$ cat src/cps_pkg.sv
// shared constants and types for the codestream packet splitter
package cps_pkg;

    localparam int CPS_COUNT_BITS = 32;
    localparam int CPS_BYTE_W     = 8;
    localparam int CPS_WORD_W     = 32;
    localparam int CPS_CFG_IDX_W  = 1;

    localparam logic [CPS_BYTE_W-1:0] MARK_FF  = 8'hFF;
    localparam logic [CPS_BYTE_W-1:0] MARK_SOP = 8'h91;
    localparam logic [CPS_BYTE_W-1:0] MARK_EOC = 8'hD9;

    typedef enum logic [CPS_CFG_IDX_W-1:0] {
        REG_BASE_OFFSET     = 1'b0,
        REG_MIN_BLOCK_BYTES = 1'b1
    } cps_reg_idx_t;

endpackage

$ cat src/cps_ifs.sv
// valid/ready channel interfaces for bytes, packet records and register writes
interface cps_byte_if import cps_pkg::*; ();
    logic                  valid;
    logic                  ready;
    logic [CPS_BYTE_W-1:0] data_byte;

    modport source (output valid, output data_byte, input ready);
    modport sink   (input valid, input data_byte, output ready);
endinterface

interface cps_packet_if import cps_pkg::*; ();
    logic                  valid;
    logic                  ready;
    logic [CPS_WORD_W-1:0] packet_offset;
    logic [CPS_WORD_W-1:0] packet_length;
    logic [CPS_WORD_W-1:0] block_number;
    logic                  closes_block;
    logic                  end_of_stream;

    modport source (output valid, output packet_offset, output packet_length,
                    output block_number, output closes_block, output end_of_stream,
                    input ready);
    modport sink   (input valid, input packet_offset, input packet_length,
                    input block_number, input closes_block, input end_of_stream,
                    output ready);
endinterface

interface cps_cfg_if import cps_pkg::*; ();
    logic                     valid;
    logic                     ready;
    logic [CPS_CFG_IDX_W-1:0] index;
    logic [CPS_WORD_W-1:0]    data;

    modport source (output valid, output index, output data, input ready);
    modport sink   (input valid, input index, input data, output ready);
endinterface

$ cat src/codestream_packet_splitter.sv
// top level: splits a tile body byte stream into packet records at FF 91 / FF D9
//
// Takes one codestream byte per beat and can take a byte every clock as long as
// results are drained. A byte passes an input register and is then resolved
// against the marker state; the 91 or D9 that ends a packet loads its record
// into the output register, from which it is shown. While a record waits, a byte
// that ends another packet is held in the input register, and bytes that end
// no packet keep flowing. After FF D9 all bytes are taken and dropped until reset.
// Register writes (index 0 base_offset, index 1 min_block_bytes) are taken at
// any time and must only be issued while the block is idle; writing base_offset
// restarts the current packet at the new position.
module codestream_packet_splitter import cps_pkg::*;
#(
    parameter int COUNT_BITS = CPS_COUNT_BITS
)
(
    input  logic                clk,
    input  logic                rst_n,
    cps_byte_if.sink            byte_stream,
    cps_packet_if.source        packet_stream,
    cps_cfg_if.sink             cfg
);

    localparam int CW = COUNT_BITS;

    // configuration
    logic [CPS_WORD_W-1:0] base_offset_reg;
    logic [CPS_WORD_W-1:0] base_offset_next;
    logic [CPS_WORD_W-1:0] min_block_reg;
    logic [CPS_WORD_W-1:0] min_block_next;
    logic                  cfg_fire;
    logic                  restart;

    // input register
    logic                  in_valid_reg;
    logic                  in_valid_next;
    logic [CPS_BYTE_W-1:0] in_byte_reg;
    logic                  in_fire;

    // packet state
    logic                  pending_ff_reg;
    logic                  pending_ff_next;
    logic [CW-1:0]         length_reg;
    logic [CW-1:0]         length_next;
    logic [CW-1:0]         start_reg;
    logic [CW-1:0]         start_next;
    logic [CW-1:0]         position_reg;
    logic [CW-1:0]         position_next;
    logic                  finished_reg;
    logic                  finished_next;

    // output register
    logic                  out_valid_reg;
    logic                  out_valid_next;
    logic [CPS_WORD_W-1:0] out_offset_reg;
    logic [CPS_WORD_W-1:0] out_length_reg;
    logic [CPS_WORD_W-1:0] out_block_reg;
    logic                  out_closes_reg;
    logic                  out_eos_reg;

    logic                  is_ff;
    logic                  is_end;
    logic                  is_eoc;
    logic                  pkt_end;
    logic                  advance;
    logic                  out_load;
    logic                  closes;
    logic [CW-1:0]         block_number;

    assign cfg.ready = 1'b1;
    assign cfg_fire  = cfg.valid && cfg.ready;

    always_comb
    begin
        base_offset_next = base_offset_reg;
        min_block_next   = min_block_reg;
        restart          = 1'b0;
        if (cfg_fire)
        begin
            unique case (cps_reg_idx_t'(cfg.index))
                REG_BASE_OFFSET:
                begin
                    base_offset_next = cfg.data;
                    restart          = 1'b1;
                end
                REG_MIN_BLOCK_BYTES:
                begin
                    min_block_next = cfg.data;
                end
                default:
                begin
                    restart = 1'b0;
                end
            endcase
        end
    end

    // byte decode
    assign is_ff   = (in_byte_reg == MARK_FF);
    assign is_eoc  = (in_byte_reg == MARK_EOC);
    assign is_end  = pending_ff_reg && ((in_byte_reg == MARK_SOP) || is_eoc);
    assign pkt_end = advance && !finished_reg && is_end;

    // a byte that ends no packet never waits on the output side
    assign advance  = in_valid_reg &&
                      (finished_reg || !is_end || !out_valid_reg || packet_stream.ready);
    assign out_load = pkt_end;

    assign byte_stream.ready = !in_valid_reg || advance;
    assign in_fire           = byte_stream.valid && byte_stream.ready;

    always_comb
    begin
        in_valid_next = in_valid_reg;
        if (in_fire)
        begin
            in_valid_next = 1'b1;
        end
        else if (advance)
        begin
            in_valid_next = 1'b0;
        end
    end

    always_comb
    begin
        pending_ff_next = pending_ff_reg;
        length_next     = length_reg;
        start_next      = start_reg;
        position_next   = position_reg;
        finished_next   = finished_reg;
        if (advance && !finished_reg)
        begin
            position_next = position_reg + CW'(1);
            if (!pending_ff_reg)
            begin
                pending_ff_next = is_ff;
                if (!is_ff)
                begin
                    length_next = length_reg + CW'(1);
                end
            end
            else if (!is_end)
            begin
                // lone FF counts as data, this byte is taken again
                pending_ff_next = is_ff;
                length_next     = length_reg + (is_ff ? CW'(1) : CW'(2));
            end
            else
            begin
                pending_ff_next = 1'b0;
                start_next      = position_reg - CW'(1);
                length_next     = CW'(2);
                finished_next   = is_eoc;
            end
        end
        if (restart)
        begin
            pending_ff_next = 1'b0;
            length_next     = CW'(2);
            start_next      = CW'(base_offset_next);
            position_next   = CW'((CPS_WORD_W + 1)'(base_offset_next) + (CPS_WORD_W + 1)'(2));
        end
    end

    cps_block_acc #(
        .COUNT_BITS (COUNT_BITS)
    ) u_block_acc (
        .clk             (clk),
        .rst_n           (rst_n),
        .min_block_bytes (min_block_reg),
        .pkt_end         (pkt_end),
        .pkt_length      (length_reg),
        .block_number    (block_number),
        .closes          (closes)
    );

    assign out_valid_next = out_load || (out_valid_reg && !packet_stream.ready);

    always_ff @(posedge clk or negedge rst_n)
    begin
        if (!rst_n)
        begin
            base_offset_reg <= '0;
            min_block_reg   <= CPS_WORD_W'(1);
            in_valid_reg    <= 1'b0;
            pending_ff_reg  <= 1'b0;
            length_reg      <= CW'(2);
            start_reg       <= '0;
            position_reg    <= CW'(2);
            finished_reg    <= 1'b0;
            out_valid_reg   <= 1'b0;
        end
        else
        begin
            base_offset_reg <= base_offset_next;
            min_block_reg   <= min_block_next;
            in_valid_reg    <= in_valid_next;
            pending_ff_reg  <= pending_ff_next;
            length_reg      <= length_next;
            start_reg       <= start_next;
            position_reg    <= position_next;
            finished_reg    <= finished_next;
            out_valid_reg   <= out_valid_next;
        end
    end

    always_ff @(posedge clk)
    begin
        if (in_fire)
        begin
            in_byte_reg <= byte_stream.data_byte;
        end
        if (out_load)
        begin
            out_offset_reg <= CPS_WORD_W'(start_reg);
            out_length_reg <= CPS_WORD_W'(length_reg);
            out_block_reg  <= CPS_WORD_W'(block_number);
            out_closes_reg <= closes;
            out_eos_reg    <= is_eoc;
        end
    end

    assign packet_stream.valid         = out_valid_reg;
    assign packet_stream.packet_offset = out_offset_reg;
    assign packet_stream.packet_length = out_length_reg;
    assign packet_stream.block_number  = out_block_reg;
    assign packet_stream.closes_block  = out_closes_reg;
    assign packet_stream.end_of_stream = out_eos_reg;

endmodule

$ cat src/cps_block_acc.sv
// block fill accumulator and block counter for finished packets
module cps_block_acc import cps_pkg::*;
#(
    parameter int COUNT_BITS = CPS_COUNT_BITS
)
(
    input  logic                  clk,
    input  logic                  rst_n,
    input  logic [CPS_WORD_W-1:0] min_block_bytes,
    input  logic                  pkt_end,
    input  logic [COUNT_BITS-1:0] pkt_length,
    output logic [COUNT_BITS-1:0] block_number,
    output logic                  closes
);

    localparam int SUM_W = ((COUNT_BITS > CPS_WORD_W) ? COUNT_BITS : CPS_WORD_W) + 1;

    logic [CPS_WORD_W-1:0] fill_reg;
    logic [CPS_WORD_W-1:0] fill_next;
    logic [COUNT_BITS-1:0] counter_reg;
    logic [COUNT_BITS-1:0] counter_next;
    logic [SUM_W-1:0]      sum;

    // fill stays below the minimum between packets, so the sum cannot overflow
    assign sum    = SUM_W'(fill_reg) + SUM_W'(pkt_length);
    assign closes = (sum >= SUM_W'(min_block_bytes));
    assign block_number = counter_reg;

    always_comb
    begin
        fill_next    = fill_reg;
        counter_next = counter_reg;
        if (pkt_end)
        begin
            if (closes)
            begin
                fill_next    = '0;
                counter_next = counter_reg + COUNT_BITS'(1);
            end
            else
            begin
                fill_next = sum[CPS_WORD_W-1:0];
            end
        end
    end

    always_ff @(posedge clk or negedge rst_n)
    begin
        if (!rst_n)
        begin
            fill_reg    <= '0;
            counter_reg <= '0;
        end
        else
        begin
            fill_reg    <= fill_next;
            counter_reg <= counter_next;
        end
    end

endmodule
$ cat src/flat_wrapper.sv
// flat-port wrapper written by rule: the top's interface ports become plain ports
module codestream_packet_splitter_flat import cps_pkg::*;
#(
    parameter int COUNT_BITS = CPS_COUNT_BITS
)
  (clk, rst_n, byte_stream_valid, byte_stream_data_byte, byte_stream_ready, packet_stream_valid, packet_stream_packet_offset, packet_stream_packet_length, packet_stream_block_number, packet_stream_closes_block, packet_stream_end_of_stream, packet_stream_ready, cfg_valid, cfg_index, cfg_data, cfg_ready);
  cps_byte_if byte_stream_i ();
  cps_packet_if packet_stream_i ();
  cps_cfg_if cfg_i ();
  input  logic clk;
  input  logic rst_n;
  input wire logic [$bits(byte_stream_i.valid)-1:0] byte_stream_valid;
  input wire logic [$bits(byte_stream_i.data_byte)-1:0] byte_stream_data_byte;
  output wire logic [$bits(byte_stream_i.ready)-1:0] byte_stream_ready;
  output wire logic [$bits(packet_stream_i.valid)-1:0] packet_stream_valid;
  output wire logic [$bits(packet_stream_i.packet_offset)-1:0] packet_stream_packet_offset;
  output wire logic [$bits(packet_stream_i.packet_length)-1:0] packet_stream_packet_length;
  output wire logic [$bits(packet_stream_i.block_number)-1:0] packet_stream_block_number;
  output wire logic [$bits(packet_stream_i.closes_block)-1:0] packet_stream_closes_block;
  output wire logic [$bits(packet_stream_i.end_of_stream)-1:0] packet_stream_end_of_stream;
  input wire logic [$bits(packet_stream_i.ready)-1:0] packet_stream_ready;
  input wire logic [$bits(cfg_i.valid)-1:0] cfg_valid;
  input wire logic [$bits(cfg_i.index)-1:0] cfg_index;
  input wire logic [$bits(cfg_i.data)-1:0] cfg_data;
  output wire logic [$bits(cfg_i.ready)-1:0] cfg_ready;
  assign byte_stream_i.valid = byte_stream_valid;
  assign byte_stream_i.data_byte = byte_stream_data_byte;
  assign byte_stream_ready = byte_stream_i.ready;
  assign packet_stream_valid = packet_stream_i.valid;
  assign packet_stream_packet_offset = packet_stream_i.packet_offset;
  assign packet_stream_packet_length = packet_stream_i.packet_length;
  assign packet_stream_block_number = packet_stream_i.block_number;
  assign packet_stream_closes_block = packet_stream_i.closes_block;
  assign packet_stream_end_of_stream = packet_stream_i.end_of_stream;
  assign packet_stream_i.ready = packet_stream_ready;
  assign cfg_i.valid = cfg_valid;
  assign cfg_i.index = cfg_index;
  assign cfg_i.data = cfg_data;
  assign cfg_ready = cfg_i.ready;
  codestream_packet_splitter #(.COUNT_BITS(COUNT_BITS)) u_core (.clk(clk), .rst_n(rst_n), .byte_stream(byte_stream_i), .packet_stream(packet_stream_i), .cfg(cfg_i));
endmodule
$ cat config.mk
export PLATFORM = sky130hd
export DESIGN_NAME = codestream_packet_splitter_flat
export DESIGN_NICKNAME = d
export VERILOG_FILES = /design/src/cps_pkg.sv /design/src/cps_ifs.sv /design/src/codestream_packet_splitter.sv /design/src/cps_block_acc.sv /design/src/flat_wrapper.sv
export SDC_FILE = /design/constraint.sdc
export NUM_CORES = 1
export LEC_CHECK = 0
export ABC_CLOCK_PERIOD_IN_PS = 5800
export BUFFER_PORTS_ARGS = -buffer_cell sky130_fd_sc_hd__buf_2
export CAP_MARGIN = 30
export CORE_ASPECT_RATIO = 0.9
export CORE_UTILIZATION = 45
export DETAILED_ROUTE_END_ITERATION = 10
export HOLD_SLACK_MARGIN = 0.02
export RECOVER_POWER = 50
export SKIP_LAST_GASP = 1
export SYNTH_ARGS = -nofsm -noshare
export SYNTH_HDL_FRONTEND = slang
export SYNTH_SLANG_ARGS = --single-unit
$ cat constraint.sdc
create_clock -name clk -period 5.8 [get_ports clk]
set_input_delay 0.29 -clock clk [delete_from_list [all_inputs] [get_ports clk]]
set_output_delay 0.29 -clock clk [all_outputs]
set_load 0.05 [all_outputs]
Yosys cells after proc, flatten, opt, wreduce, memory -nomap -nowiden --
Index checks and enable logic that the tools add are counted.
Word-level totals: input port bits 46, bits in registers 334, word-level logic and storage cells 78
Cells by class: multiplexer cells 23, $add $sub $neg 7, equality and inequality tests 4, order comparisons 1, reduce and logical (&&, ||, !) cells 26
Operators by type and width (count):
- 32-bit 2-to-1 mux | 14
- 32-bit by 1-bit adder with 32-bit output (second input constant) | 3
- 32-bit by 32-bit adder with 33-bit output | 1
- 33-bit by 32-bit greater-or-equal comparator with 1-bit output | 1
- 32-bit by 2-bit adder with 32-bit output (second input constant) | 1
- 32-bit adder | 1
- 32-bit by 1-bit subtractor with 32-bit output (second input constant) | 1
- 8-bit equality test (second input constant) | 3
- 1-bit 2-to-1 mux | 8
- 2-bit nonzero test | 4
- 1-bit logical AND | 6
- 1-bit logical OR | 6
- 2-bit AND reduction | 3
- 3-bit AND reduction | 2
- 1-bit zero test | 5
- 3-bit by 1-bit != test with 1-bit output (second input constant) | 1
- 2-bit 2-to-1 mux | 1

Longest topological paths before layout --
depth after elaboration 11, mapped depth 21, gate-level depth less buffers 20

Cells and area by module --
From an unflattened synthesis, not the netlist that was laid out.
Unflattened totals: cells, all modules 1855, area total of the unflattened synthesis 18490.2 um^2
Modules (own cells, without submodules):
- codestream_packet_splitter | instances 1, area each 13111.3 um^2, cells an instance 1235
- cps_block_acc | instances 1, area each 5378.9 um^2, cells an instance 620

Worst setup path after synthesis --
Ideal clock, no wire load.
path kind register to register, start reg u_core.in_byte_reg[1], end reg u_core.out_block_reg[0], in the netlist u_core.packet_stream.block_number[0] (enable), library setup time 0.500 ns, data required time 5.300 ns, setup slack 0.625 ns, stages on the path, launching flop included 6, arrival time 4.675 ns, cells stage by stage edfxtp_1 > or3_1 > nor4_2 > nand3_1 > inv_2 > buf_1
Between the ends: word-level cells in the longest chain between the ends 10, elaborated cells on any way between the ends 11, classes of those cells eq/ne: 2; reduce/logical: 9
Ends and longest elaborated chain:
- start: declaration | line codestream_packet_splitter.sv:37 | logic [CPS_BYTE_W-1:0] in_byte_reg;
- start signal: assignment | line codestream_packet_splitter.sv:212 | in_byte_reg <= byte_stream.data_byte;
- 8-bit equality test, on equally long branches | line codestream_packet_splitter.sv:101, codestream_packet_splitter.sv:100
- 1-bit logical OR (*) | line codestream_packet_splitter.sv:101 | assign is_end = pending_ff_reg && ((in_byte_reg == MARK_SOP) || is_eoc);
- 1-bit logical AND (*) | line codestream_packet_splitter.sv:101
- 1-bit zero test | line codestream_packet_splitter.sv:106 | (finished_reg || !is_end || !out_valid_reg || packet_stream.ready);
- 1-bit logical OR (3 in a row) | line codestream_packet_splitter.sv:106
- 1-bit logical AND | line codestream_packet_splitter.sv:105 | assign advance = in_valid_reg &&
- 1-bit logical AND | line codestream_packet_splitter.sv:102 | assign pkt_end = advance && !finished_reg && is_end;
- 1-bit logical AND (*) | line codestream_packet_splitter.sv:102
- net u_core.out_load | line codestream_packet_splitter.sv:66 | logic out_load;
- end signal: assignment | line codestream_packet_splitter.sv:218 | out_block_reg <= CPS_WORD_W'(block_number);
- end: declaration | line codestream_packet_splitter.sv:57 | logic [CPS_WORD_W-1:0] out_block_reg;
The timed path passes the listed nets; every way through them passes the cells marked *. A chain may end at the register's enable or synchronous reset.

Worst setup path in the final report --
start reg u_core.length_reg[4], end reg u_core.u_block_acc.fill_reg[7]
Between the ends: word-level cells in the longest chain between the ends 3
Ends and longest elaborated chain:
- start: declaration | line codestream_packet_splitter.sv:43 | logic [CW-1:0] length_reg;
- start signal: assignment | line codestream_packet_splitter.sv:200 | length_reg <= length_next;
- 32-bit by 32-bit adder with 33-bit output (*) | line cps_block_acc.sv:25 | assign sum = SUM_W'(fill_reg) + SUM_W'(pkt_length);
- 33-bit by 32-bit greater-or-equal comparator with 1-bit output | line cps_block_acc.sv:26 | assign closes = (sum >= SUM_W'(min_block_bytes));
- 32-bit 2-to-1 mux (*) | line cps_block_acc.sv:35 | if (closes)
- end signal: assignment | line cps_block_acc.sv:56 | fill_reg <= fill_next;
- end: declaration | line cps_block_acc.sv:18 | logic [CPS_WORD_W-1:0] fill_reg;
Every way passes the cells marked *; elsewhere a longest branch is shown, timed or not.

==> results.cfg <==
[floorplan]
core_mm2 = 0.0385
ios = 147
die_y_um = 190
start_util = 0.459
die-area_mm2 = 0.0401
die_x_um = 211
rows = 68

[setup_path]
crit_type = reg -> reg
cp-end-kind = flop
r2r-start = u_core.length_reg[4]$_DFFE_PN0P_
timing.critical_path.slowest_cell_delay_ps = 470
crit_start = u_core.length_reg[4]$_DFFE_PN0P_
cp_max_fo = 32
crit_chain = ha_1 -> and2_1 -> a221oi_1 -> a21oi_1 -> o2111ai_1 -> a21oi_1 -> a311o_1 -> xor2_1 -> ha_1 -> o21ai_0 -> a211oi_1 -> a22oi_1 -> nand4b_1 -> nor3_1 -> nand2_1 -> buf_4 -> o41ai_1
critPathBufInv = 1
worstPathRequired_ps = 6220
cp-start-kind = flop
critPathArrivalTime_ps = 5690
crit_slowest_cell = dfrtp_1
cp_top_family = compound AO/OA/AOI/OAI gates

[clock_network]
clkTransAtPathRegs_ps = 60
cts-root-buf = clkbuf_16
cts_buffers = 38
cts_tree = built
clkLatencyLatePin_ps = 530
clock-sinks = 330
cts_buffer_depth = 3
htreeDepth = 2

[min_path]
hp-start = cfg_data[30]
hold_class = in -> reg

[timing]
fin_crit_ps = 5280
slew_viol_final = 295
skew_ps = 20.7
finalHoldViolCount = 0
maxSlewHeadroom = -0.757
whs_ps = 51.2
post-route-period-util = 0.910
max_clock_freq_ghz = 0.189
worst_slew_pin_slew_ps = 2640
finalSetupViolCount = 0
final.setup.tns_ps = 0
rsz0062_at_grt = no

[detailed_routing]
wl_per_cell_um = 18.0
drc = 0
ant_nets = 0
drtPass1Iterations = 5
via_per_inst = 5.65
drt-total-wl_mm = 44.2
drt_iter0_markers = 1212
vias = 13900

[cells_and_area]
finish.instance_area_mm2 = 0.0201
final.fill_count = 3544
layout.nets = 2021
antennaDiodeCount = 0
area_delta_synth_final_pct = 13.5
drive_gt1_frac = 0.0917

[synthesis]
synth.area.top_cells = dfrtp_1 (31%), edfxtp_1 (18%), ha_1 (5.0%), xnor2_1 (4.8%), nand2_1 (4.5%)
post-synth-top-area-cell = dfrtp_1
avgSynthCellArea_um2 = 9.93
syn_nets = 1899
synth_most_common_cell = dfrtp_1
syn-cell-area_mm2 = 0.0177
ys_ff_latch = 330
yosysSeqAreaShare = 0.497
synthCells = 1780
synth_async_sr_flop_share = 0.679
synth.distinct_cells = 85
synth_edf_count = 106
yosysWarnings = 0
synth_top_area_frac = 0.313
synthTopCellsByCount = dfrtp_1 (221), nand2_1 (212), a21oi_1 (123)
ys.flop_type = dfrtp_1

[placement]
gp_congestion = 0.864
hpwl_mm = 30.8
port_buffers = 145
placed_area_mm2 = 0.0189

[flow_run]
drv_cap = 5

[power]
max-vdd-ir-drop_v = 0.000205
p_leak_nw = 8.13
p_per_area_mw_per_mm2 = 284

[grt]
grt_pass1_vias = 13200
grt_max_degree = 100
grtUsageTotal = 0.222
antenna_found_initial = 2
grt_pass1_wl_mm = 71.2
overflow = 0

[run_status]
violations = max-capacitance violations, max-slew violations
outcome = finished with violations
[cell families after synthesis]
logic type               Yosys count  share of synthesized area
AO/OA/AOI/OAI                    385                      0.134
buffers and inverters            156                     0.0343
XOR/XNOR                         135                     0.0669
adder cells (fa/ha/maj)           73                     0.0525
flip-flops                       330                      0.497
AND/OR/NAND/NOR                  640                      0.178
other                              1                   0.000212
multiplexers                      60                     0.0367
[final cells by class]
cell class / count / area [um^2] / area share
Clock inverter: 24 / 230 / 0.0115
Multi-Input combinational cell: 1294 / 8320 / 0.415
Timing Repair Buffer: 175 / 847 / 0.0422
Clock buffer: 44 / 973 / 0.0485
Sequential cell: 330 / 8790 / 0.438
Inverter: 63 / 239 / 0.0119
Tap cell: 525 / 657 / 0.0327
[layout by cell type (no fill, tap or decap), types with 13 or more instances in the layout]
| cell type | instances |
|---|---|
| a22o_1 | 16 |
| nor2_1 | 122 |
| xor2_1 | 39 |
| or3_1 | 15 |
| o21ai_0 | 104 |
| and3_1 | 34 |
| nor3_1 | 51 |
| edfxtp_1 | 106 |
| a21o_1 | 16 |
| clkbuf_16 | 38 |
| nand2_1 | 212 |
| nand3_1 | 65 |
| inv_1 | 62 |
| a21oi_1 | 123 |
| buf_4 | 14 |
| nor4_1 | 13 |
| nand4_1 | 43 |
| clkbuf_1 | 109 |
| buf_2 | 44 |
| ha_1 | 71 |
| mux2_2 | 34 |
| mux2i_1 | 22 |
| a211oi_1 | 15 |
| xnor2_1 | 96 |
| dfrtp_1 | 221 |
[metrics by stage]
stage	power (mW)	cells	util	worst slack, ps
floorplan	3.17	1780	-	625
global placement	3.38	2377	0.490	590
detailed placement	3.40	2377	0.490	403
CTS	5.76	2455	0.524	357
global route	5.96	2455	0.521	88.9
finish	5.69	2455	0.521	521
[tightest hold or removal path, stage by stage]
cell and delay, ps:
buf_2 130, nand2_1 70, o21ai_1 60
[final timing paths]
path / endpoint / slack [ps] / cells after the start
max: u_core.u_block_acc.fill_reg[7]$_DFFE_PN0P_ / 520 / 17
max reg2reg: u_core.u_block_acc.fill_reg[7]$_DFFE_PN0P_ / 520 / 17
min reg2reg: u_core.packet_stream.packet_offset[14]$_DFFE_PP_ / 450 / 0
min in group asynchronous: u_core.length_reg[26]$_DFFE_PN0P_ / 1040 / 2
max in group asynchronous: u_core.base_offset_reg[8]$_DFF_PN0_ / 1970 / 3
min: u_core.start_reg[30]$_DFFE_PN0P_ / 50 / 3
[where the power goes]
part / switching, mW / internal (mW) / leakage, nW / total, mW
clock network: 0.982 / 1.35 / 0.580 / 2.33
logic: 0.369 / 0.266 / 3.81 / 0.635
registers: 0.166 / 2.56 / 3.74 / 2.72
total: 1.52 / 4.17 / 8.13 / 5.69
[repair_timing]
item / CTS / global route
resized for setup: 0 / 3
hold endpoints to repair: 106 / 0
buffers inserted: 0 / 0
hold buffers: 10 / 0
endpoints found under the setup margin: 0 / 63
[metal layers]
layer | GRT usage | share of wire | vias to the layer above
met1 | 0.316 | 0.47 | 6739
li1 | - | - | 6665
met3 | 0.0327 | 0.047 | 81
met5 | 0 | 0.00059 | -
met2 | 0.353 | 0.46 | 371
met4 | 0.0635 | 0.025 | 4
Power figures use the tool's default switching activity.
